**config.mk**
```make
export PLATFORM = sky130hd
export DESIGN_NAME = ssp_back
export DESIGN_NICKNAME = d
export VERILOG_FILES = /design/src/hdl/ssp_pkg.sv /design/src/hdl/ssp_back.sv
export SDC_FILE = /design/constraint.sdc
export NUM_CORES = 1
export LEC_CHECK = 0
export BUFFER_PORTS_ARGS = -buffer_cell sky130_fd_sc_hd__buf_2
export CAP_MARGIN = 20
export CORE_MARGIN = 1.5
export CORE_UTILIZATION = 30
export DETAILED_ROUTE_END_ITERATION = 7
export PLACE_DENSITY = 0.68
export SYNTH_ARGS = -nofsm -noshare
export SYNTH_HDL_FRONTEND = slang
export SYNTH_SLANG_ARGS = --single-unit
```
**constraint.sdc**
```tcl
create_clock -name vclk -period 8.2
set_input_delay 1.64 -clock vclk [all_inputs]
set_output_delay 1.64 -clock vclk [all_outputs]
set_load 0.01 [all_outputs]
```
**src/hdl/ssp_pkg.sv**
```systemverilog
// Shared types, constants and register codes for the sprite screen projection block.
// No dependencies; every other file refers to this package by scoped names.
`default_nettype none
package ssp_pkg;

   // Screen geometry
   localparam int SCREEN_WIDTH  = 640;
   localparam int SCREEN_HEIGHT = 480;

   // Register indexes (byte address = 4 * index)
   localparam logic [2:0] REG_PLAYER_X       = 3'd0;
   localparam logic [2:0] REG_PLAYER_Y       = 3'd1;
   localparam logic [2:0] REG_VIEW_DIR_X     = 3'd2;
   localparam logic [2:0] REG_VIEW_DIR_Y     = 3'd3;
   localparam logic [2:0] REG_CAMERA_PLANE_X = 3'd4;
   localparam logic [2:0] REG_CAMERA_PLANE_Y = 3'd5;
   localparam logic [2:0] REG_HEIGHT_SCALE   = 3'd6;
   localparam logic [2:0] REG_WIDTH_DIVISOR  = 3'd7;
   localparam int ADDR_W = 5;

   // Divider geometry: numerator, divisor, quotient bits, remainder
   localparam int DIV_NW  = 66;
   localparam int DIV_DW  = 62;
   localparam int DIV_QW  = 41;
   localparam int DIV_RW  = DIV_DW + 1;
   localparam int DIV_HW  = DIV_NW - DIV_QW;
   localparam int DIV_LAT = DIV_QW + 1;

   // Derived datapath widths
   localparam int HNUM_W  = $clog2(SCREEN_HEIGHT + 1) + 31;
   localparam int WNUM_W  = $clog2(SCREEN_WIDTH + 1) + 32;
   localparam int CPROD_W = 42 + $clog2(SCREEN_WIDTH / 2 + 1) + 1;

   typedef struct packed {
      logic signed [31:0] player_x;
      logic signed [31:0] player_y;
      logic signed [31:0] view_dir_x;
      logic signed [31:0] view_dir_y;
      logic signed [31:0] camera_plane_x;
      logic signed [31:0] camera_plane_y;
      logic [30:0]        height_scale;
      logic [30:0]        width_divisor;
   } cfg_type;

   // Camera-space terms after the multiply stages
   typedef struct packed {
      logic               valid;
      logic signed [48:0] det;
      logic signed [49:0] numx;
      logic signed [49:0] numy;
   } front_type;

   // Sign and zero flags that ride alongside the first divider pair
   typedef struct packed {
      logic det_zero;
      logic sign_depth;
      logic sign_ratio;
   } side_a_type;

   // Terms handed to the second divider pair
   typedef struct packed {
      logic               valid;
      logic               vis;
      logic [30:0]        depth;
      logic signed [15:0] center;
      logic [HNUM_W-1:0]  hnum;
      logic [61:0]        wden;
   } mid_type;

   typedef struct packed {
      logic               vis;
      logic signed [15:0] center;
      logic [30:0]        depth;
   } side_b_type;

   typedef struct packed {
      logic               visible;
      logic signed [15:0] center_column;
      logic [14:0]        sprite_height;
      logic signed [15:0] top_row;
      logic signed [15:0] bottom_row;
      logic [14:0]        sprite_width;
      logic [14:0]        left_column;
      logic signed [15:0] right_column;
      logic signed [31:0] depth;
   } rsp_type;

endpackage
`default_nettype wire

```
**src/hdl/ssp_back.sv**
```systemverilog
// Final formatting: height and width saturation, row and column spans, zeroing when hidden.
// Depends on ssp_pkg for the result struct and screen constants.
`default_nettype none
module ssp_back (
   input  wire ssp_pkg::side_b_type        side,
   input  wire logic [ssp_pkg::DIV_QW-1:0] quo_h,
   input  wire logic                       ovf_h,
   input  wire logic [ssp_pkg::DIV_QW-1:0] quo_w,
   input  wire logic                       ovf_w,
   output ssp_pkg::rsp_type                rsp
);
   logic [14:0]        h, w;
   logic signed [16:0] left_c, right_c;

   always_comb begin
      h = (ovf_h || (quo_h[40:15] != '0)) ? 15'h7fff : quo_h[14:0];
      w = (ovf_w || (quo_w[40:15] != '0)) ? 15'h7fff : quo_w[14:0];
      left_c  = 17'(side.center) - $signed({3'b000, w[14:1]});
      right_c = 17'(side.center) + $signed({3'b000, w[14:1]});
      rsp = '0;
      if (side.vis) begin
         rsp.visible       = 1'b1;
         rsp.center_column = side.center;
         rsp.sprite_height = h;
         rsp.top_row       = 16'(ssp_pkg::SCREEN_HEIGHT / 2) - $signed({2'b00, h[14:1]});
         rsp.bottom_row    = 16'(ssp_pkg::SCREEN_HEIGHT / 2) + $signed({2'b00, h[14:1]});
         rsp.sprite_width  = w;
         rsp.left_column   = left_c[16] ? 15'd0 : left_c[14:0];
         rsp.right_column  = (right_c >= 17'(ssp_pkg::SCREEN_WIDTH)) ?
                             16'(ssp_pkg::SCREEN_WIDTH) : right_c[15:0];
         rsp.depth         = $signed({1'b0, side.depth});
      end
   end
endmodule
`default_nettype wire

```
==> impl_metrics.xml <==
<?xml version="1.0" encoding="UTF-8"?>
<metrics>
  <group name="sta">
    <metric name="fmax" unit="GHz">0.133</metric>
    <metric name="finalCritPeriodShare" unit="%">91.7</metric>
    <metric name="slew_headroom" unit="%">45.8</metric>
    <metric name="setup_viol" unit="">0</metric>
    <metric name="setup_slack" unit="ns">0.679</metric>
    <metric name="finalHoldViolations" unit="">0</metric>
    <metric name="unrepaired_setup_endpoints_after_global_routing" unit="">false</metric>
    <metric name="setup_total_negative_slack" unit="ns">0</metric>
    <metric name="period_minus_slack" unit="ns">7.52</metric>
    <metric name="worst_slew_pin_slew" unit="ns">0.812</metric>
    <metric name="pins_over_their_slew_limit" unit="">0</metric>
  </group>
  <group name="routing">
    <metric name="viasPerCell" unit="">4.93</metric>
    <metric name="detail_route.first_pass.iterations" unit="">4</metric>
    <metric name="wirelength" unit="um">12300</metric>
    <metric name="drt-initial-drc-count" unit="">170</metric>
    <metric name="post-route-drc-count" unit="">0</metric>
    <metric name="dr_total_vias" unit="">4342</metric>
    <metric name="drt-wirelength-per-cell" unit="um">14.0</metric>
    <metric name="ant_nets" unit="">0</metric>
  </group>
  <group name="place">
    <metric name="dp_slack" unit="ns">0.696</metric>
    <metric name="placedInstanceArea" unit="um2">4570</metric>
    <metric name="dp_hpwl" unit="um">10500</metric>
    <metric name="place_congestion" unit="">0.881</metric>
    <metric name="place.port_buffers" unit="">272</metric>
  </group>
  <group name="yosys">
    <metric name="post_synth_inst_count" unit="">502</metric>
    <metric name="yosys_warnings" unit="">0</metric>
    <metric name="synthDominantCellAreaShare" unit="%">14.1</metric>
    <metric name="synth.area.top_cells" unit="">ha_1 (14%), nor2_1 (11%), and2_1 (9.8%)</metric>
    <metric name="synth_top_cell_by_area" unit="">ha_1</metric>
    <metric name="netlist_area" unit="um2">3190</metric>
    <metric name="netlist-cell-type-count" unit="">62</metric>
    <metric name="synth.avg_cell_area" unit="um2">6.36</metric>
    <metric name="synth_seq_area_share" unit="%">0</metric>
  </group>
  <group name="power">
    <metric name="p_int" unit="mW">0.0848</metric>
    <metric name="switching_power" unit="mW">0.104</metric>
    <metric name="leakage_component_of_the_power" unit="nW">2.42</metric>
    <metric name="power.clock.fraction" unit="%">0</metric>
    <metric name="switching_share" unit="%">55.2</metric>
    <metric name="power_density" unit="nW/um2">41.4</metric>
    <metric name="share_of_power_burned_in_combinational_logic" unit="%">100.0</metric>
    <metric name="register_share_of_total_power" unit="%">0</metric>
    <metric name="vdd_drop_max" unit="V">0.0000156</metric>
  </group>
  <group name="cells_and_area">
    <metric name="antenna_cells_inserted" unit="">0</metric>
    <metric name="layout_stage_area_growth_over_the_synthesis_result" unit="%">43.2</metric>
    <metric name="drive_above_1_share" unit="%">39.0</metric>
    <metric name="fin_area" unit="um2">4570</metric>
    <metric name="nets" unit="">916</metric>
    <metric name="final.fill_count" unit="">1123</metric>
    <metric name="nFlopsAndLatches" unit="">0</metric>
    <metric name="ff_latch_area" unit="um2">0</metric>
    <metric name="num-clock-buffers" unit="">0</metric>
  </group>
  <group name="grt">
    <metric name="grt_usage" unit="%">20.4</metric>
    <metric name="grt_max_degree" unit="">47</metric>
    <metric name="first_global_vias" unit="">4065</metric>
    <metric name="grt_remaining_overflow" unit="">0</metric>
    <metric name="global_route_wire_length_before_repair" unit="um">19100</metric>
    <metric name="grt_antenna_before_repair" unit="">0</metric>
  </group>
  <group name="clock_tree">
    <metric name="post-cts-setup-buffer-count" unit="">0</metric>
    <metric name="cts.hold.buffers_added" unit="">0</metric>
    <metric name="post_cts.resized_instances" unit="">0</metric>
  </group>
  <group name="setup_path">
    <metric name="crit_slowest_cell" unit="">or4b_1</metric>
    <metric name="setup_crit_end_kind" unit="">output pin</metric>
    <metric name="worstPathArrival" unit="ns">5.88</metric>
    <metric name="crit_type" unit="">input port to output pin</metric>
    <metric name="critPathTopFamily" unit="">simple AND/OR/NAND/NOR gates</metric>
    <metric name="path_cells" unit="">buf_2, nor4_1, and4_1, nand4_1, buf_4, nor2_1, inv_1, ha_1, o211ai_1, o21a_1, nor3_1, nor4_1, a311oi_1, or4b_1, o311a_1, buf_2</metric>
    <metric name="critPathMaxStageDelay" unit="ns">0.66</metric>
    <metric name="timing.critical_path.buf_inv" unit="">4</metric>
    <metric name="startpoint_type" unit="">input port</metric>
    <metric name="worst_ep_required_time" unit="ns">6.56</metric>
    <metric name="critical_path.max_fanout" unit="">12</metric>
  </group>
  <group name="floorplanning">
    <metric name="die_width" unit="um">106</metric>
    <metric name="fp.dieH" unit="um">106</metric>
    <metric name="floorplan.die_area" unit="um2">11300</metric>
    <metric name="row_count" unit="">37</metric>
    <metric name="core_area" unit="um2">10300</metric>
    <metric name="design.portCount" unit="">274</metric>
    <metric name="floorplan.initialDensity" unit="%">30.9</metric>
  </group>
  <group name="flow_run">
    <metric name="drv.max_cap_violation_count" unit="">0</metric>
  </group>
  <group name="run_status">
    <metric name="outcome" unit="">completed</metric>
  </group>
  <group name="worst_hold_path">
    <metric name="min-delay-path-class" unit="">input port to output pin</metric>
  </group>
</metrics>
[power by group through the flow]
stage	clock, mW	sequential, mW	combinational (mW)
3_3_place_gp	0	0	0.189
4_1_cts	0	0	0.190
5_1_grt	0	0	0.209
6_report	0	0	0.189
2_1_floorplan	0	0	0.109
3_5_place_dp	0	0	0.189
[area by class of cell]
type,count,area (um2),share of cell area [%]
inverters,35,131,2.87
repair buffers,278,1410,30.8
multi-input cells,431,2870,62.7
well taps,136,170,3.72
[metrics by stage]
step | cells | hold WS, ns | power [mW] | util [%]
4_1_cts | 880 | 3.57 | 0.190 | 44.3
5_1_grt | 880 | 3.58 | 0.209 | 44.3
6_report | 880 | 3.57 | 0.189 | 44.3
3_3_place_gp | 880 | 3.57 | 0.189 | 44.3
3_5_place_dp | 880 | 3.57 | 0.189 | 44.3
2_1_floorplan | 503 | 3.33 | 0.109 | -
[kinds of logic (layout without fill, tap and decap cells)]
group | count (synthesis) | after routing | synth area share (%)
buffers and inverters | 72 | 313 | 10.4
XOR/XNOR | 34 | 34 | 9.33
AND/OR/NAND/NOR | 246 | 246 | 39.0
other | 1 | 2 | 0.117
adder cells (fa/ha/maj) | 38 | 38 | 15.4
AO/OA/AOI/OAI | 111 | 111 | 25.8
[final timing paths]
| kind | startpoint | end | slack, ns | cells after the start |
|---|---|---|---|---|
| worst min-delay path | side[20] | rsp[20] | 3.57 | 3 |
| worst max-delay path | quo_w[19] | rsp[41] | 0.68 | 16 |
[synthesized netlist by cell type, drive strengths merged, types with 7 or more instances]
library cell   n
clkbuf        21
and2          50
nand3          9
nor3          14
or3           11
xor2          15
a211oi        16
nand2         20
inv           35
a21o           7
xnor2         19
a21oi         18
buf           16
o21ai         16
nor4          15
nor2          96
o22ai          7
ha            36
[cells in the final DEF (no fill, tap or decap), types with 4 or more instances in the layout]
master,instances
ha_1,36
o21ai_0,15
and2_1,50
nand2_1,20
buf_2,272
nor4_1,15
or3_1,11
or2_2,4
xnor2_1,19
a21o_1,7
a31oi_1,6
inv_1,34
xor2_1,15
nand3_1,9
nor3_1,14
nand2b_1,6
a211oi_1,15
nor2_1,96
a21oi_1,18
o22ai_1,7
buf_4,6
[layer usage]
metal  global-route usage (%)  up-vias  share of wire (%)
met1                     22.8     1920                 40
li1                         -     2230                  -
met4                     4.05        0                2.3
met3                     2.21       17                7.2
met5                        0        -                  0
met2                     40.8      175                 51
Power figures use the tool's default switching activity.
