### src/hdl/ssp_pkg.sv
// Shared types, constants and register codes for the sprite screen projection block.
// No dependencies; every other file refers to this package by scoped names.
`default_nettype none
package ssp_pkg;

   // Screen geometry
   localparam int SCREEN_WIDTH  = 640;
   localparam int SCREEN_HEIGHT = 480;

   // Register indexes (byte address = 4 * index)
   localparam logic [2:0] REG_PLAYER_X       = 3'd0;
   localparam logic [2:0] REG_PLAYER_Y       = 3'd1;
   localparam logic [2:0] REG_VIEW_DIR_X     = 3'd2;
   localparam logic [2:0] REG_VIEW_DIR_Y     = 3'd3;
   localparam logic [2:0] REG_CAMERA_PLANE_X = 3'd4;
   localparam logic [2:0] REG_CAMERA_PLANE_Y = 3'd5;
   localparam logic [2:0] REG_HEIGHT_SCALE   = 3'd6;
   localparam logic [2:0] REG_WIDTH_DIVISOR  = 3'd7;
   localparam int ADDR_W = 5;

   // Divider geometry: numerator, divisor, quotient bits, remainder
   localparam int DIV_NW  = 66;
   localparam int DIV_DW  = 62;
   localparam int DIV_QW  = 41;
   localparam int DIV_RW  = DIV_DW + 1;
   localparam int DIV_HW  = DIV_NW - DIV_QW;
   localparam int DIV_LAT = DIV_QW + 1;

   // Derived datapath widths
   localparam int HNUM_W  = $clog2(SCREEN_HEIGHT + 1) + 31;
   localparam int WNUM_W  = $clog2(SCREEN_WIDTH + 1) + 32;
   localparam int CPROD_W = 42 + $clog2(SCREEN_WIDTH / 2 + 1) + 1;

   typedef struct packed {
      logic signed [31:0] player_x;
      logic signed [31:0] player_y;
      logic signed [31:0] view_dir_x;
      logic signed [31:0] view_dir_y;
      logic signed [31:0] camera_plane_x;
      logic signed [31:0] camera_plane_y;
      logic [30:0]        height_scale;
      logic [30:0]        width_divisor;
   } cfg_type;

   // Camera-space terms after the multiply stages
   typedef struct packed {
      logic               valid;
      logic signed [48:0] det;
      logic signed [49:0] numx;
      logic signed [49:0] numy;
   } front_type;

   // Sign and zero flags that ride alongside the first divider pair
   typedef struct packed {
      logic det_zero;
      logic sign_depth;
      logic sign_ratio;
   } side_a_type;

   // Terms handed to the second divider pair
   typedef struct packed {
      logic               valid;
      logic               vis;
      logic [30:0]        depth;
      logic signed [15:0] center;
      logic [HNUM_W-1:0]  hnum;
      logic [61:0]        wden;
   } mid_type;

   typedef struct packed {
      logic               vis;
      logic signed [15:0] center;
      logic [30:0]        depth;
   } side_b_type;

   typedef struct packed {
      logic               visible;
      logic signed [15:0] center_column;
      logic [14:0]        sprite_height;
      logic signed [15:0] top_row;
      logic signed [15:0] bottom_row;
      logic [14:0]        sprite_width;
      logic [14:0]        left_column;
      logic signed [15:0] right_column;
      logic signed [31:0] depth;
   } rsp_type;

endpackage
`default_nettype wire

### src/hdl/ssp_mid.sv
// Middle stages: depth and ratio from the first quotients, then centre column and the
// operands of the height and width divisions. Depends on ssp_pkg.
`default_nettype none
module ssp_mid (
   input  wire logic                       clock,
   input  wire logic                       reset,
   input  wire logic                       en,
   input  wire logic                       in_valid,
   input  wire ssp_pkg::side_a_type        side,
   input  wire logic [ssp_pkg::DIV_QW-1:0] quo_depth,
   input  wire logic                       ovf_depth,
   input  wire logic [ssp_pkg::DIV_QW-1:0] quo_ratio,
   input  wire logic                       ovf_ratio,
   input  wire ssp_pkg::cfg_type           cfg,
   output ssp_pkg::mid_type                s6
);
   localparam int CW = ssp_pkg::CPROD_W;
   localparam logic [40:0] RATIO_CAP = 41'd1 << 40;

   logic               v5_ff, v6_ff;
   logic               vis5_ff, vis5_in, vis6_ff;
   logic [30:0]        depth5_ff, depth5_in, depth6_ff;
   logic signed [41:0] ratio5_ff, ratio5_in;
   logic [40:0]        rmag;
   logic signed [CW-1:0] cprod;
   logic signed [CW-1:0] cbias;
   logic signed [CW-17:0] ctr;
   logic signed [15:0] center_ff, center_in;
   logic [ssp_pkg::HNUM_W-1:0] hnum_ff, hnum_in;
   logic [61:0]        wden_ff, wden_in;

   // stage 5: visibility, saturated depth and ratio
   always_comb begin
      vis5_in   = !side.det_zero && !side.sign_depth && (ovf_depth || (quo_depth != '0));
      depth5_in = (ovf_depth || (quo_depth[40:31] != '0)) ? 31'h7fff_ffff : quo_depth[30:0];
      rmag      = (ovf_ratio || (quo_ratio > RATIO_CAP)) ? RATIO_CAP : quo_ratio;
      ratio5_in = side.sign_ratio ? -$signed({1'b0, rmag}) : $signed({1'b0, rmag});
   end

   // stage 6: centre column (truncating divide by 65536), height and width operands
   always_comb begin
      cprod = CW'(ssp_pkg::SCREEN_WIDTH / 2) * (CW'(ratio5_ff) + CW'(65536));
      cbias = cprod[CW-1] ? (cprod + CW'(65535)) : cprod;
      ctr   = cbias[CW-1:16];
      if (ctr > (CW-16)'(32767)) begin
         center_in = 16'sh7fff;
      end else if (ctr < -(CW-16)'(32768)) begin
         center_in = -16'sh8000;
      end else begin
         center_in = ctr[15:0];
      end
      hnum_in = ssp_pkg::HNUM_W'(ssp_pkg::SCREEN_HEIGHT) * ssp_pkg::HNUM_W'(cfg.height_scale);
      wden_in = 62'(depth5_ff) * 62'(cfg.width_divisor);
   end

   always_ff @(posedge clock) begin
      if (reset) begin
         v5_ff <= 1'b0;
         v6_ff <= 1'b0;
      end else if (en) begin
         v5_ff <= in_valid;
         v6_ff <= v5_ff;
      end
   end

   always_ff @(posedge clock) begin
      if (en) begin
         vis5_ff   <= vis5_in;
         depth5_ff <= depth5_in;
         ratio5_ff <= ratio5_in;
         vis6_ff   <= vis5_ff;
         depth6_ff <= depth5_ff;
         center_ff <= center_in;
         hnum_ff   <= hnum_in;
         wden_ff   <= wden_in;
      end
   end

   assign s6.valid  = v6_ff;
   assign s6.vis    = vis6_ff;
   assign s6.depth  = depth6_ff;
   assign s6.center = center_ff;
   assign s6.hnum   = hnum_ff;
   assign s6.wden   = wden_ff;
endmodule
`default_nettype wire

### config.mk
export PLATFORM = sky130hd
export DESIGN_NAME = ssp_mid
export DESIGN_NICKNAME = d
export VERILOG_FILES = /design/src/hdl/ssp_pkg.sv /design/src/hdl/ssp_mid.sv
export SDC_FILE = /design/constraint.sdc
export NUM_CORES = 2
export LEC_CHECK = 0
export ABC_AREA = 1
export ABC_CLOCK_PERIOD_IN_PS = 7900
export CAP_MARGIN = 20
export CORE_AREA = 2 2 450 229
export CTS_CLUSTER_DIAMETER = 200
export DETAILED_ROUTE_END_ITERATION = 8
export DIE_AREA = 0 0 452 231
export DONT_BUFFER_PORTS = 1
export PLACE_DENSITY_LB_ADDON = 0.1
export SLEW_MARGIN = 20
export SYNTH_ARGS = -nofsm -noshare
export SYNTH_HDL_FRONTEND = slang
export SYNTH_SLANG_ARGS = --single-unit
### constraint.sdc
create_clock -name clock -period 7.9 [get_ports clock]
set_input_delay 0.79 -clock clock [delete_from_list [all_inputs] [get_ports clock]]
set_output_delay 0.79 -clock clock [all_outputs]
set_load 0.01 [all_outputs]
==> summary.md <==
| Metric | Value |
|---|---|
| Vias per inst | 5.224 |
| Row count | 83 |
| Gp weighted congestion | 0.9835 |
| TritonCTS clock tree | built |
| Crit path launch type | register |
| WL/cell | 22.45 um |
| Number of port buffers | 0 |
| Final min period | 7.704 ns |
| Hold Path Sink | v6_ff$_SDFFE_PP0P_ |
| Starting DRC count in detailed routing | 4,182 |
| Post-synth EDFFs | 219 |
| Top post-synthesis cells by count | nand2_1 (1,721), inv_1 (1,561), fa_1 (897), ha_1 (377), nor2_1 (281) |
| Cells on worst reg2reg path | 26 |
| Worst r2r src | depth5_ff[22]$_SDFFCE_PP1P_ |
| ANT cells | 0 |
| Die width | 452 um |
| GRT Util Overall | 32.78% |
| Total CTS buffers | 26 |
| Largest cells by area after synthesis | fa_1 (37%), edfxtp_1 (13%), nand2_1 (13%), inv_1 (12%), ha_1 (9.7%) |
| Outcome | completed |
| Period utilisation layout | 97.51% |
| Routed Antenna Nets | 0 |
| Sequential share of the synthesized area | 13.56% |
| Layout area overhead | 6.877% |
| Final Skew | 0.04500 ns |
| Setup violations, final | 0 |
| Initial antenna violation count | 3 |
| Max-cap violations | 0 |
| Most common cell in the netlist | nand2_1 |
| Worst Setup SP | depth5_ff[22]$_SDFFCE_PP1P_ |
| Setup CP Type | register to register |
| Largest net degree at the start of global routing | 223 |
| Clock-pin slew on the worst setup and hold paths | 0.06 ns |
| Global route overflow | 0 |
| Post-route DRC | 0 |
| First-pass GRT wire length | 250,300 um |
| CP arrival | 8.09 ns |
| CTS Root Cell | clkbuf_16 |
| Post-synth cell types | 53 |
| Synthesized instance count | 6,104 |
| R2R Setup Slk | 0.20 ns |
| Initial core utilization | 48.29% |
| Post-Syn Area | 48,800 um2 |
| Min-delay worst type | input pin to register |
| Share of cells above drive strength 1 | 5.689% |
| Final instance area | 52,150 um2 |
| Cell taking the most area after synthesis | fa_1 |
| Num ports | 496 |
| Total Die Area | 104,400 um2 |
| Slew @ Worst Pin | 0.9376 ns |
| Fin. Hold Viols | 0 |
| Clock Path Buffers | 3 |
| Worst min-delay path startpoint | reset |
| Crit path capture type | register |
| Drt pass-1 iters | 5 |
| Fmax | 129.8 MHz |
| Req. time, crit path | 8.29 ns |
| CTS H-tree depth | 1 |
| Synthesis warning total | 0 |
| Synth Flop Type | edfxtp_1 |
| Clock Latency Late Sink | 0.66 ns |
| Num Clock Sinks | 221 |
| Reg-to-reg endpoint | wden_ff[57]$_DFFE_PP_ |
| Number of synthesized register bits | 221 |
| Syn Area/Cell | 7.994 um2 |
| Pins Over Slew Limit | 0 |
| Placement Cell Area | 50,970 um2 |
| Max-slew headroom | 37.30% |
| Async set-reset flop share out of synthesis | 0% |
| Core box area | 101,000 um2 |
| Vias in the first global route | 37.99k |
| Die Y | 231 um |
| Final #Nets | 7,699 |
| Share of the synthesized area in the top cell type | 36.80% |
| WL final | 167,400 um |
| DR vias | 38.97k |
| WHS Path Cells | 1 |
| Critical Path Fanout Max | 6 |
| DP HPWL | 140,900 um |
## per-stage QoR
step	utilization [%]	setup TNS (ns)	worst slack (ns)	cells	hold WS, ns
after floorplan	-	0	0.3119	6108	0.4003
after global placement	50.44	-0.09110	-0.04265	7395	0.4037
after detailed placement	50.44	-0.1066	-0.05963	7395	0.4135
after CTS	51.32	0	0.04201	7445	0.1705
after global routing	51.61	-0.04450	-0.01911	7460	0.1923
final	51.61	0	0.1964	7460	0.2088
## logic make-up (layout without fill, tap and decap cells)
kind of cell / Yosys count / count (layout) / share of synthesized area [%]
adders and majority gates: 1274 / 1274 / 46.47
xor gates and xnor gates: 157 / 157 / 2.818
and+or+nand+nor: 2345 / 2345 / 19.52
DFF: 221 / 221 / 13.56
AOI/OAI and AO/OA: 330 / 330 / 3.846
buffers and inverters: 1775 / 1767 / 13.76
other: 1 / 5 / 0.007685
muxes: 1 / 1 / 0.02051
## layout by cell type (no fill, tap or decap), types with 60 or more instances in the layout
master | synthesis | final
nand3_1 | 127 | 127
buf_4 | 7 | 124
fa_1 | 897 | 881
ha_1 | 377 | 377
o21ai_0 | 65 | 60
a21oi_1 | 149 | 144
nor2_1 | 281 | 278
nand2_1 | 1721 | 1721
inv_1 | 1561 | 1561
xor2_1 | 100 | 100
edfxtp_1 | 219 | 219
## flip-flops by register name, indices dropped and copies added (netlist names)
register and cells:
vis5_ff 1, v5_ff 1, wden_ff 62, v6_ff 1
vis6_ff 1, center_ff 16, depth5_ff 31, depth6_ff 31
hnum_ff 35, ratio5_ff 42
## cell type report
| cell class | count | area [um2] |
|---|---|---|
| Inverter | 1567 | 5882 |
| Timing Repair Buffer | 152 | 1474 |
| Multi-Input combinational cell | 4112 | 35610 |
| Sequential cell | 221 | 6616 |
| Clock inverter | 17 | 197.7 |
| Fill cell | 9818 | 48890 |
| Tap cell | 1360 | 1702 |
| Clock buffer | 31 | 669.4 |
## worst max-delay path, cell delays in order, from the launching register on
cell and delay (ns):
edfxtp_1 0.61, buf_4 0.20, buf_4 0.12, nand2_1 0.07, fa_1 0.52, inv_1 0.05
fa_1 0.56, fa_1 0.58, inv_1 0.05, fa_1 0.40, inv_1 0.23, fa_1 0.50
fa_1 0.51, fa_1 0.50, inv_1 0.05, fa_1 0.51, inv_1 0.05, ha_1 0.35
a21oi_1 0.17, inv_1 0.06, a21oi_1 0.19, o21ai_0 0.15, a21oi_1 0.28, nand3_1 0.26
a311oi_2 0.27, buf_4 0.15, xnor2_1 0.07
## repair_timing
item / 4_1_cts / 5_1_grt
pin swaps: 0 / 3
gates cloned: 0 / 0
hold buffers: 0 / 0
buffers inserted: 2 / 15
gates resized for setup: 1 / 46
endpoints found under the setup margin: 4 / 25
## per-layer routing
layer  vias to the layer above  routed length, um  track usage (%)
met1                     18910              83640            54.95
li1                      17880                  -                -
met5                         -                129           0.6893
met3                        84              33350            21.22
met4                         6               1421            2.770
met2                      2094              48890            32.56
## worst max-delay path by stage
stage                                        to  slack (ns)  cells after the start
after floorplan           wden_ff[53]$_DFFE_PP_        0.31                     30
after global placement    wden_ff[48]$_DFFE_PP_       -0.04                     29
after detailed placement  wden_ff[48]$_DFFE_PP_       -0.06                     29
after CTS                 wden_ff[53]$_DFFE_PP_        0.04                     28
after global routing      wden_ff[61]$_DFFE_PP_       -0.02                     29
final                     wden_ff[57]$_DFFE_PP_        0.20                     26
Power is left out: the tool's default activity adds up to more than one toggle a clock period on the data nets, which glitch-free logic cannot reach.
