--- src/hdl/ssp_pkg.sv ---
// Shared types, constants and register codes for the sprite screen projection block.
// No dependencies; every other file refers to this package by scoped names.
`default_nettype none
package ssp_pkg;

   // Screen geometry
   localparam int SCREEN_WIDTH  = 640;
   localparam int SCREEN_HEIGHT = 480;

   // Register indexes (byte address = 4 * index)
   localparam logic [2:0] REG_PLAYER_X       = 3'd0;
   localparam logic [2:0] REG_PLAYER_Y       = 3'd1;
   localparam logic [2:0] REG_VIEW_DIR_X     = 3'd2;
   localparam logic [2:0] REG_VIEW_DIR_Y     = 3'd3;
   localparam logic [2:0] REG_CAMERA_PLANE_X = 3'd4;
   localparam logic [2:0] REG_CAMERA_PLANE_Y = 3'd5;
   localparam logic [2:0] REG_HEIGHT_SCALE   = 3'd6;
   localparam logic [2:0] REG_WIDTH_DIVISOR  = 3'd7;
   localparam int ADDR_W = 5;

   // Divider geometry: numerator, divisor, quotient bits, remainder
   localparam int DIV_NW  = 66;
   localparam int DIV_DW  = 62;
   localparam int DIV_QW  = 41;
   localparam int DIV_RW  = DIV_DW + 1;
   localparam int DIV_HW  = DIV_NW - DIV_QW;
   localparam int DIV_LAT = DIV_QW + 1;

   // Derived datapath widths
   localparam int HNUM_W  = $clog2(SCREEN_HEIGHT + 1) + 31;
   localparam int WNUM_W  = $clog2(SCREEN_WIDTH + 1) + 32;
   localparam int CPROD_W = 42 + $clog2(SCREEN_WIDTH / 2 + 1) + 1;

   typedef struct packed {
      logic signed [31:0] player_x;
      logic signed [31:0] player_y;
      logic signed [31:0] view_dir_x;
      logic signed [31:0] view_dir_y;
      logic signed [31:0] camera_plane_x;
      logic signed [31:0] camera_plane_y;
      logic [30:0]        height_scale;
      logic [30:0]        width_divisor;
   } cfg_type;

   // Camera-space terms after the multiply stages
   typedef struct packed {
      logic               valid;
      logic signed [48:0] det;
      logic signed [49:0] numx;
      logic signed [49:0] numy;
   } front_type;

   // Sign and zero flags that ride alongside the first divider pair
   typedef struct packed {
      logic det_zero;
      logic sign_depth;
      logic sign_ratio;
   } side_a_type;

   // Terms handed to the second divider pair
   typedef struct packed {
      logic               valid;
      logic               vis;
      logic [30:0]        depth;
      logic signed [15:0] center;
      logic [HNUM_W-1:0]  hnum;
      logic [61:0]        wden;
   } mid_type;

   typedef struct packed {
      logic               vis;
      logic signed [15:0] center;
      logic [30:0]        depth;
   } side_b_type;

   typedef struct packed {
      logic               visible;
      logic signed [15:0] center_column;
      logic [14:0]        sprite_height;
      logic signed [15:0] top_row;
      logic signed [15:0] bottom_row;
      logic [14:0]        sprite_width;
      logic [14:0]        left_column;
      logic signed [15:0] right_column;
      logic signed [31:0] depth;
   } rsp_type;

endpackage
`default_nettype wire

--- src/hdl/ssp_csr.sv ---
// APB-style register bank holding the camera and scale settings.
// Depends on ssp_pkg for the register codes and the settings struct.
`default_nettype none
module ssp_csr (
   input  wire logic                       clock,
   input  wire logic                       reset,
   input  wire logic                       psel,
   input  wire logic                       penable,
   input  wire logic                       pwrite,
   input  wire logic [ssp_pkg::ADDR_W-1:0] paddr,
   input  wire logic [31:0]                pwdata,
   output logic      [31:0]                prdata,
   output logic                            pready,
   output ssp_pkg::cfg_type                cfg
);
   ssp_pkg::cfg_type cfg_ff, cfg_in;
   logic [2:0]       idx;

   assign idx    = paddr[4:2];
   assign pready = 1'b1;
   assign cfg    = cfg_ff;

   // write decode
   always_comb begin
      cfg_in = cfg_ff;
      if (psel && penable && pwrite) begin
         case (idx)
            ssp_pkg::REG_PLAYER_X:       cfg_in.player_x       = pwdata;
            ssp_pkg::REG_PLAYER_Y:       cfg_in.player_y       = pwdata;
            ssp_pkg::REG_VIEW_DIR_X:     cfg_in.view_dir_x     = pwdata;
            ssp_pkg::REG_VIEW_DIR_Y:     cfg_in.view_dir_y     = pwdata;
            ssp_pkg::REG_CAMERA_PLANE_X: cfg_in.camera_plane_x = pwdata;
            ssp_pkg::REG_CAMERA_PLANE_Y: cfg_in.camera_plane_y = pwdata;
            ssp_pkg::REG_HEIGHT_SCALE:   cfg_in.height_scale   = pwdata[30:0];
            ssp_pkg::REG_WIDTH_DIVISOR:  cfg_in.width_divisor  = pwdata[30:0];
            default:                     cfg_in = cfg_ff;
         endcase
      end
   end

   always_ff @(posedge clock) begin
      if (reset) begin
         cfg_ff.player_x       <= 32'sd0;
         cfg_ff.player_y       <= 32'sd0;
         cfg_ff.view_dir_x     <= 32'sd65536;
         cfg_ff.view_dir_y     <= 32'sd0;
         cfg_ff.camera_plane_x <= 32'sd0;
         cfg_ff.camera_plane_y <= 32'sd43253;
         cfg_ff.height_scale   <= 31'd65536;
         cfg_ff.width_divisor  <= 31'd65536;
      end else begin
         cfg_ff <= cfg_in;
      end
   end

   // read mux
   always_comb begin
      case (idx)
         ssp_pkg::REG_PLAYER_X:       prdata = cfg_ff.player_x;
         ssp_pkg::REG_PLAYER_Y:       prdata = cfg_ff.player_y;
         ssp_pkg::REG_VIEW_DIR_X:     prdata = cfg_ff.view_dir_x;
         ssp_pkg::REG_VIEW_DIR_Y:     prdata = cfg_ff.view_dir_y;
         ssp_pkg::REG_CAMERA_PLANE_X: prdata = cfg_ff.camera_plane_x;
         ssp_pkg::REG_CAMERA_PLANE_Y: prdata = cfg_ff.camera_plane_y;
         ssp_pkg::REG_HEIGHT_SCALE:   prdata = {1'b0, cfg_ff.height_scale};
         ssp_pkg::REG_WIDTH_DIVISOR:  prdata = {1'b0, cfg_ff.width_divisor};
         default:                     prdata = 32'd0;
      endcase
   end
endmodule
`default_nettype wire

--- config.mk ---
export PLATFORM = sky130hd
export DESIGN_NAME = ssp_csr
export DESIGN_NICKNAME = d
export VERILOG_FILES = /design/src/hdl/ssp_pkg.sv /design/src/hdl/ssp_csr.sv
export SDC_FILE = /design/constraint.sdc
export NUM_CORES = 1
export LEC_CHECK = 0
export BUFFER_PORTS_ARGS = -buffer_cell sky130_fd_sc_hd__buf_4
export CAP_MARGIN = 20
export CORE_MARGIN = 2
export CORE_UTILIZATION = 52
export DETAILED_ROUTE_END_ITERATION = 8
export PLACE_DENSITY = 0.8
export SYNTH_ARGS = -nofsm -noshare
export SYNTH_HDL_FRONTEND = slang
export SYNTH_SLANG_ARGS = --single-unit
--- constraint.sdc ---
create_clock -name clock -period 1.4 [get_ports clock]
set_input_delay 0.14 -clock clock [delete_from_list [all_inputs] [get_ports clock]]
set_output_delay 0.14 -clock clock [all_outputs]
set_load 0.01 [all_outputs]
==> results of run 1 <==
[worst max-delay path, delay by kind of cell, from the launching register on]
family                 cells  cell delay [ps]
muxes                      1              260
DFF                        1              330
buffers and inverters      1              130
AOI/OAI and AO/OA          3              440
[where the power goes]
group	switching [mW]	internal, mW
sequential	0.0503	7.28
clock	3.01	4.15
combinational	0.938	0.687
[worst min path at each step]
stage                     to  slack [ps]  depth (start not counted)
finish               cfg[44]         370                          7
global route        cfg[252]         380                          7
CTS                  cfg[44]         360                          7
detailed placement   cfg[67]         430                          3
global placement     cfg[66]         420                          3
floorplan           cfg[157]         280                          2
[cell type report]
cell class                      count  area, sq um  share of cell area, %
Clock buffer                       41          778                   4.62
Clock inverter                      4         70.1                  0.416
Inverter                           30          113                  0.668
Multi-Input combinational cell   1046         5810                   34.5
Sequential cell                   254         5230                   31.0
Tap cell                          275          344                   2.04
Timing Repair Buffer              532         4510                   26.7
[through the flow]
step	cells	total power, mW	cell area, sq um
after CTS	2171	15.9	16500
after global placement	2051	8.83	14600
after global routing	2182	16.4	16900
after floorplan	1485	8.19	11200
final	2182	16.1	16900
after detailed placement	2051	8.85	14600
[layout by cell type, fill, tap and decap left out, drive strengths merged, types with 3 or more instances in the layout]
cell,count
nor2b,3
inv,30
a21oi,255
clkbuf,41
buf,499
nand3b,12
a221oi,55
nor2,62
a22oi,6
mux2i,27
a22o,33
or2,3
dfxtp,254
nand2b,32
o22a,3
o2bb2ai,23
nand2,515
dlygate4sd3,33
[logic make-up after synthesis]
| group | Yosys count | share of synthesized area [%] |
|---|---|---|
| mux | 30 | 2.81 |
| flops | 254 | 45.3 |
| compound gates | 377 | 20.8 |
| buf+inv | 185 | 7.70 |
| other cells | 1 | 0.0334 |
| simple gates | 638 | 23.3 |
[layer usage]
metal,GRT usage [%],part of all wire (%)
met5,0,0
met2,62.8,46
met1,46.7,36
met3,9.73,12
met4,22.5,6.1
[repair_timing]
item / CTS / global route
hold buffers: 33 / 0
buffers inserted: 42 / 11
setup endpoints to repair: 32 / 32
hold endpoints to repair: 254 / 0
pin swaps: 51 / 43
gates resized for setup: 135 / 73
==> impl_results.md, run 1 <==
- Core region area: roughly 21,000 sq um
- Syn Nets: approximately 1,500
- Top post-synthesis cells by area: dfxtp_1, nand2_1, a21oi_1, a221oi_1, buf_2
- Via count: roughly 13,000
- Yosys top cell by area: dfxtp_1
- Worst-path clk slew: around 70 ps
- Row count: 53
- DIE AREA: about 23,000 sq um
- Max FO, Critical Path: 3
- R2R depth: 4
- CP startpoint: cfg[32]
- Initial Util: between 50% and 60%
- Grt ovf: 0
- Vias in the first global route: approximately 13,000
- Final hold slack: roughly 370 ps
- Final worst-path cycle share: 130%
- Hold Vio Cnt, Final: 0
- Hold Crit Start: penable
- Total wire length: between 40 and 50 mm
- Layout cells sized above 1: approximately two fifths
- Async set-reset flop share out of synthesis: 0%
- DR pass1 iterations: 6
- Max FFs per register: around 250
- Critical path cell sequence: mux2_2 > a22oi_2 > a21oi_2 > o22a_1 > buf_6
- Post-Place Worst Slack: -394 ps
- Clk Latency, worst-skew pair: 530 ps
- CTS sink count: ~250
- Largest net degree at the start of global routing: 42
- Post-DP HPWL: between 20 and 30 mm
- Wire length per cell: 21.9 um
- Final setup vio count: 32
- Root Buffer: clkbuf_16
- GP Congestion: ~0.9
- Initial antenna violation count: 0
- CTS tree: done
- Ys Warns: 0
- Min setup slack post-route: -425 ps
- Wire length of the first global-routing pass: just under 70 mm
- IO Port Bufs: roughly 330
- H-tree Lvls: 1
- Number of synthesized flops with an enable pin: 0
- Status: finished with violations
- Worst min-delay path class: primary input to register
- RSZ-0062 raised after global routing: true
- Setup TNS: -10,440 ps
- Initial DRC Count: roughly 1,400
- Clk buf depth: 3
- Largest stage delay on the critical path: 330 ps
- Top-count cell post-synth: nand2_1
- Worst EP arrival: approximately 1700 ps
- PwrDens: between 900 and 1000 nW/um^2
- Post-synthesis register bit count: around 250
- Most frequent cells after synthesis: nand2_1, a21oi_1, dfxtp_1, buf_2, nor2_1
- Mean post-synth cell area: about 7.6 sq um
- Post-synth top area share: a little under half
- All-Layer GR Usage: 38.7%
- Crit path to: prdata[1]
- Leakage: roughly 7 nW
- Fmax: between 500 and 600 MHz
- R2R Path End: cfg[211]
- Post-synth cell types: 35
- Worst Setup End Kind: primary output
- DRT antenna net count: 0
- Final Skew: 0 ps
- Critical Path Source Type: register
- NumNets Final: between 1,500 and 2,000
- I/O Pins: approximately 330
- Reg2reg setup slack: around 550 ps
- Final Critical Period: ~1800 ps
- Failing checks: setup timing
- Die X: ~150 um
- Max Transition Viols Final: 0
- DR vias/cell: just over 6
- Remaining routing DRC violations: 0
- Crit-path slowest cell: dfxtp_2
- Mapped Cells: approximately 1,500
- Register area share after synthesis: 45.3%
- Max cap viols: 0
- Peak supply drop: about 0.86 mV
- Fillcell total: approximately 1,300
- Predominant post-synthesis flop cell: dfxtp_1
- Die H: around 150 um
- ANT cells: 0
- CTS buffer count: 26
- Worst reg2reg startpoint: cfg[211]
- Mapped cell area: 11,200 sq um
- Critical Path RT: about 1300 ps
- Fin util: approximately four fifths
- Critical path type: register to primary output
- Layout area overhead: 50.3%
Note: power is estimated with default switching activity, not from simulation.
==> inputs of run 2 (changes only) <==
- CELL_PAD_IN_SITES_DETAIL_PLACEMENT: not set -> 0
- CELL_PAD_IN_SITES_GLOBAL_PLACEMENT: not set -> 2
- CORE_UTILIZATION: 52 -> 29
- PLACE_DENSITY: 0.8 -> not set
- PLACE_DENSITY_LB_ADDON: not set -> 0.1
==> impl_results.md, run 2 (synthesized netlist as in run 1, its figures left out) <==
- Status: finished with violations
- Failing checks: setup timing
- Finished Cell Area: between 15,000 and 20,000 sq um
- Max Transition Viols Final: 0
- Tot Pwr: between 15 and 20 mW
- Min-Delay Path Depth: 2
- Critical Path Source Type: register
- Buf/Inv on CP: 1
- PwrDens: 985 nW/um^2
- Largest stage delay on the critical path: 460 ps
- CTS tree: done
- Max cap viols: 0
- Root Buffer: clkbuf_16
- Most common cell after layout, fill and taps aside: nand2_1
- H-tree Lvls: 1
- Max FFs per register: roughly 250
- Die H: roughly 200 um
- Leakage: slightly above 7 nW
- DR vias/cell: ~5
- Initial Util: between 20% and 30%
- Min setup slack post-route: -431 ps
- Grt ovf: 0
- Via count: between 10,000 and 15,000
- Worst Max-Slew Pin Slew: about 530 ps
- CP delay by family, top: multiplexers
- CTS buffer count: 31
- Wire length of the first global-routing pass: 77.9 mm
- Row count: 72
- Critical path type: register to primary output
- Initial antenna violation count: 0
- Post-DP HPWL: about 36 mm
- Critical Path RT: approximately 1300 ps
- Slew margin rel.: 64.7%
- Total wire length: around 52 mm
- IO Port Bufs: 325
- Clk Latency, worst-skew pair: about 560 ps
- R2R depth: 4
- Clk buf depth: 3
- Fillcell total: 3,934
- Hold Vio Cnt, Final: 0
- Worst min-delay path class: primary input to register
- DR pass1 iterations: 5
- Final setup vio count: 32
- Wire length per cell: around 21 um
- ANT cells: 0
- Final worst-path cycle share: 131%
- RSZ-0062 raised after global routing: true
- Largest net degree at the start of global routing: 43
- Layout cells sized above 1: approximately 40%
- Most frequent cells in the layout: nand2_1, buf_4, a21oi_1
- GP Congestion: 0.790
- Crit-path slowest cell: mux4_2
- NumNets Final: slightly below 2,000
- Vias in the first global route: between 10,000 and 15,000
- Critical path cell sequence: mux4_2 > a21oi_2 > nor2_1 > buf_4
- Worst-path clk slew: 60 ps
- Initial DRC Count: slightly below 700
- Die X: ~200 um
- Remaining routing DRC violations: 0
- Core region area: 38,400 sq um
- All-Layer GR Usage: around 25%
- Stages on the worst setup path: 4
- Final Skew: 0 ps
- I/O Pins: approximately 330
- Layout area overhead: 56.1%
- Worst EP arrival: around 1700 ps
- Peak supply drop: 0.953 mV
- Fmax: 546 MHz
- DIE AREA: slightly above 40,000 sq um
- CTS sink count: about 250
- Worst Setup End Kind: primary output
- Area after DPL: roughly 15,000 sq um
- Max FO, Critical Path: 2
- DRT antenna net count: 0
- Final Critical Period: 1830 ps
==> run 2: cell types whose count changed in the layout (fill, tap and decap cells not counted), sizes merged <==
cell	previous run	this run
clkinvlp	0	2
clkbuf	41	48
dlygate4sd3	33	32
buf	499	514
clkinv	2	7
bufinv	2	1
==> run 2: path summary, 6_finish.rpt <==
check	start	endpoint	slack [ps]
worst max-delay path	cfg[58]	prdata[27]	-430
worst min-delay path	reset	cfg[115]	20
worst max register to register	cfg[58]	cfg[58]	640
worst min register to register	cfg[136]	cfg[136]	470
==> run 2: per-stage QoR <==
stage               hold WS [ps]  util (%)  setup WS (ps)  instances  TNS [ps]
finish                      22.1      45.6           -431       2452    -10480
global route                33.4      45.6           -509       2452    -13430
CTS                         25.2      45.2           -465       2450    -11400
detailed placement           433      39.7           -337       2322    -40060
global placement             436      39.7           -352       2322    -35180
floorplan                    276         -            100       1485         0
==> run 2: power breakdown <==
group / internal (mW) / switching, mW / leakage (nW)
clock: 4.95 / 3.31 / 0.527
combinational: 0.699 / 0.959 / 4.43
sequential: 7.28 / 0.0461 / 2.09
total: 12.9 / 4.32 / 7.05
==> run 2: timing repair <==
action / in CTS / in global routing
endpoints found under the setup margin: 32 / 32
resized for setup: 149 / 40
endpoints found under the hold margin: 254 / 0
hold buffers: 32 / 0
pin swaps: 51 / 32
setup buffers: 40 / 2
==> run 2: metal layers <==
layer	global-route usage [%]	share of wire (%)	vias to the layer above	wire length [um]
met4	6.06	2.2	0	1140
met1	34.7	46	5766	24000
li1	-	-	5812	-
met2	41.2	46	333	24100
met5	0	0	-	0
met3	4.43	5.8	64	3020
==> run 2: cell type report <==
type / count / area, sq um / share of cell area [%]
sequential: 254 / 5220 / 29.8
multi-input combinational: 1046 / 5760 / 32.9
inverter: 30 / 113 / 0.643
timing repair buffer: 547 / 4700 / 26.9
clock buffer: 47 / 976 / 5.58
tap: 518 / 648 / 3.70
clock inverter: 10 / 83.8 / 0.479
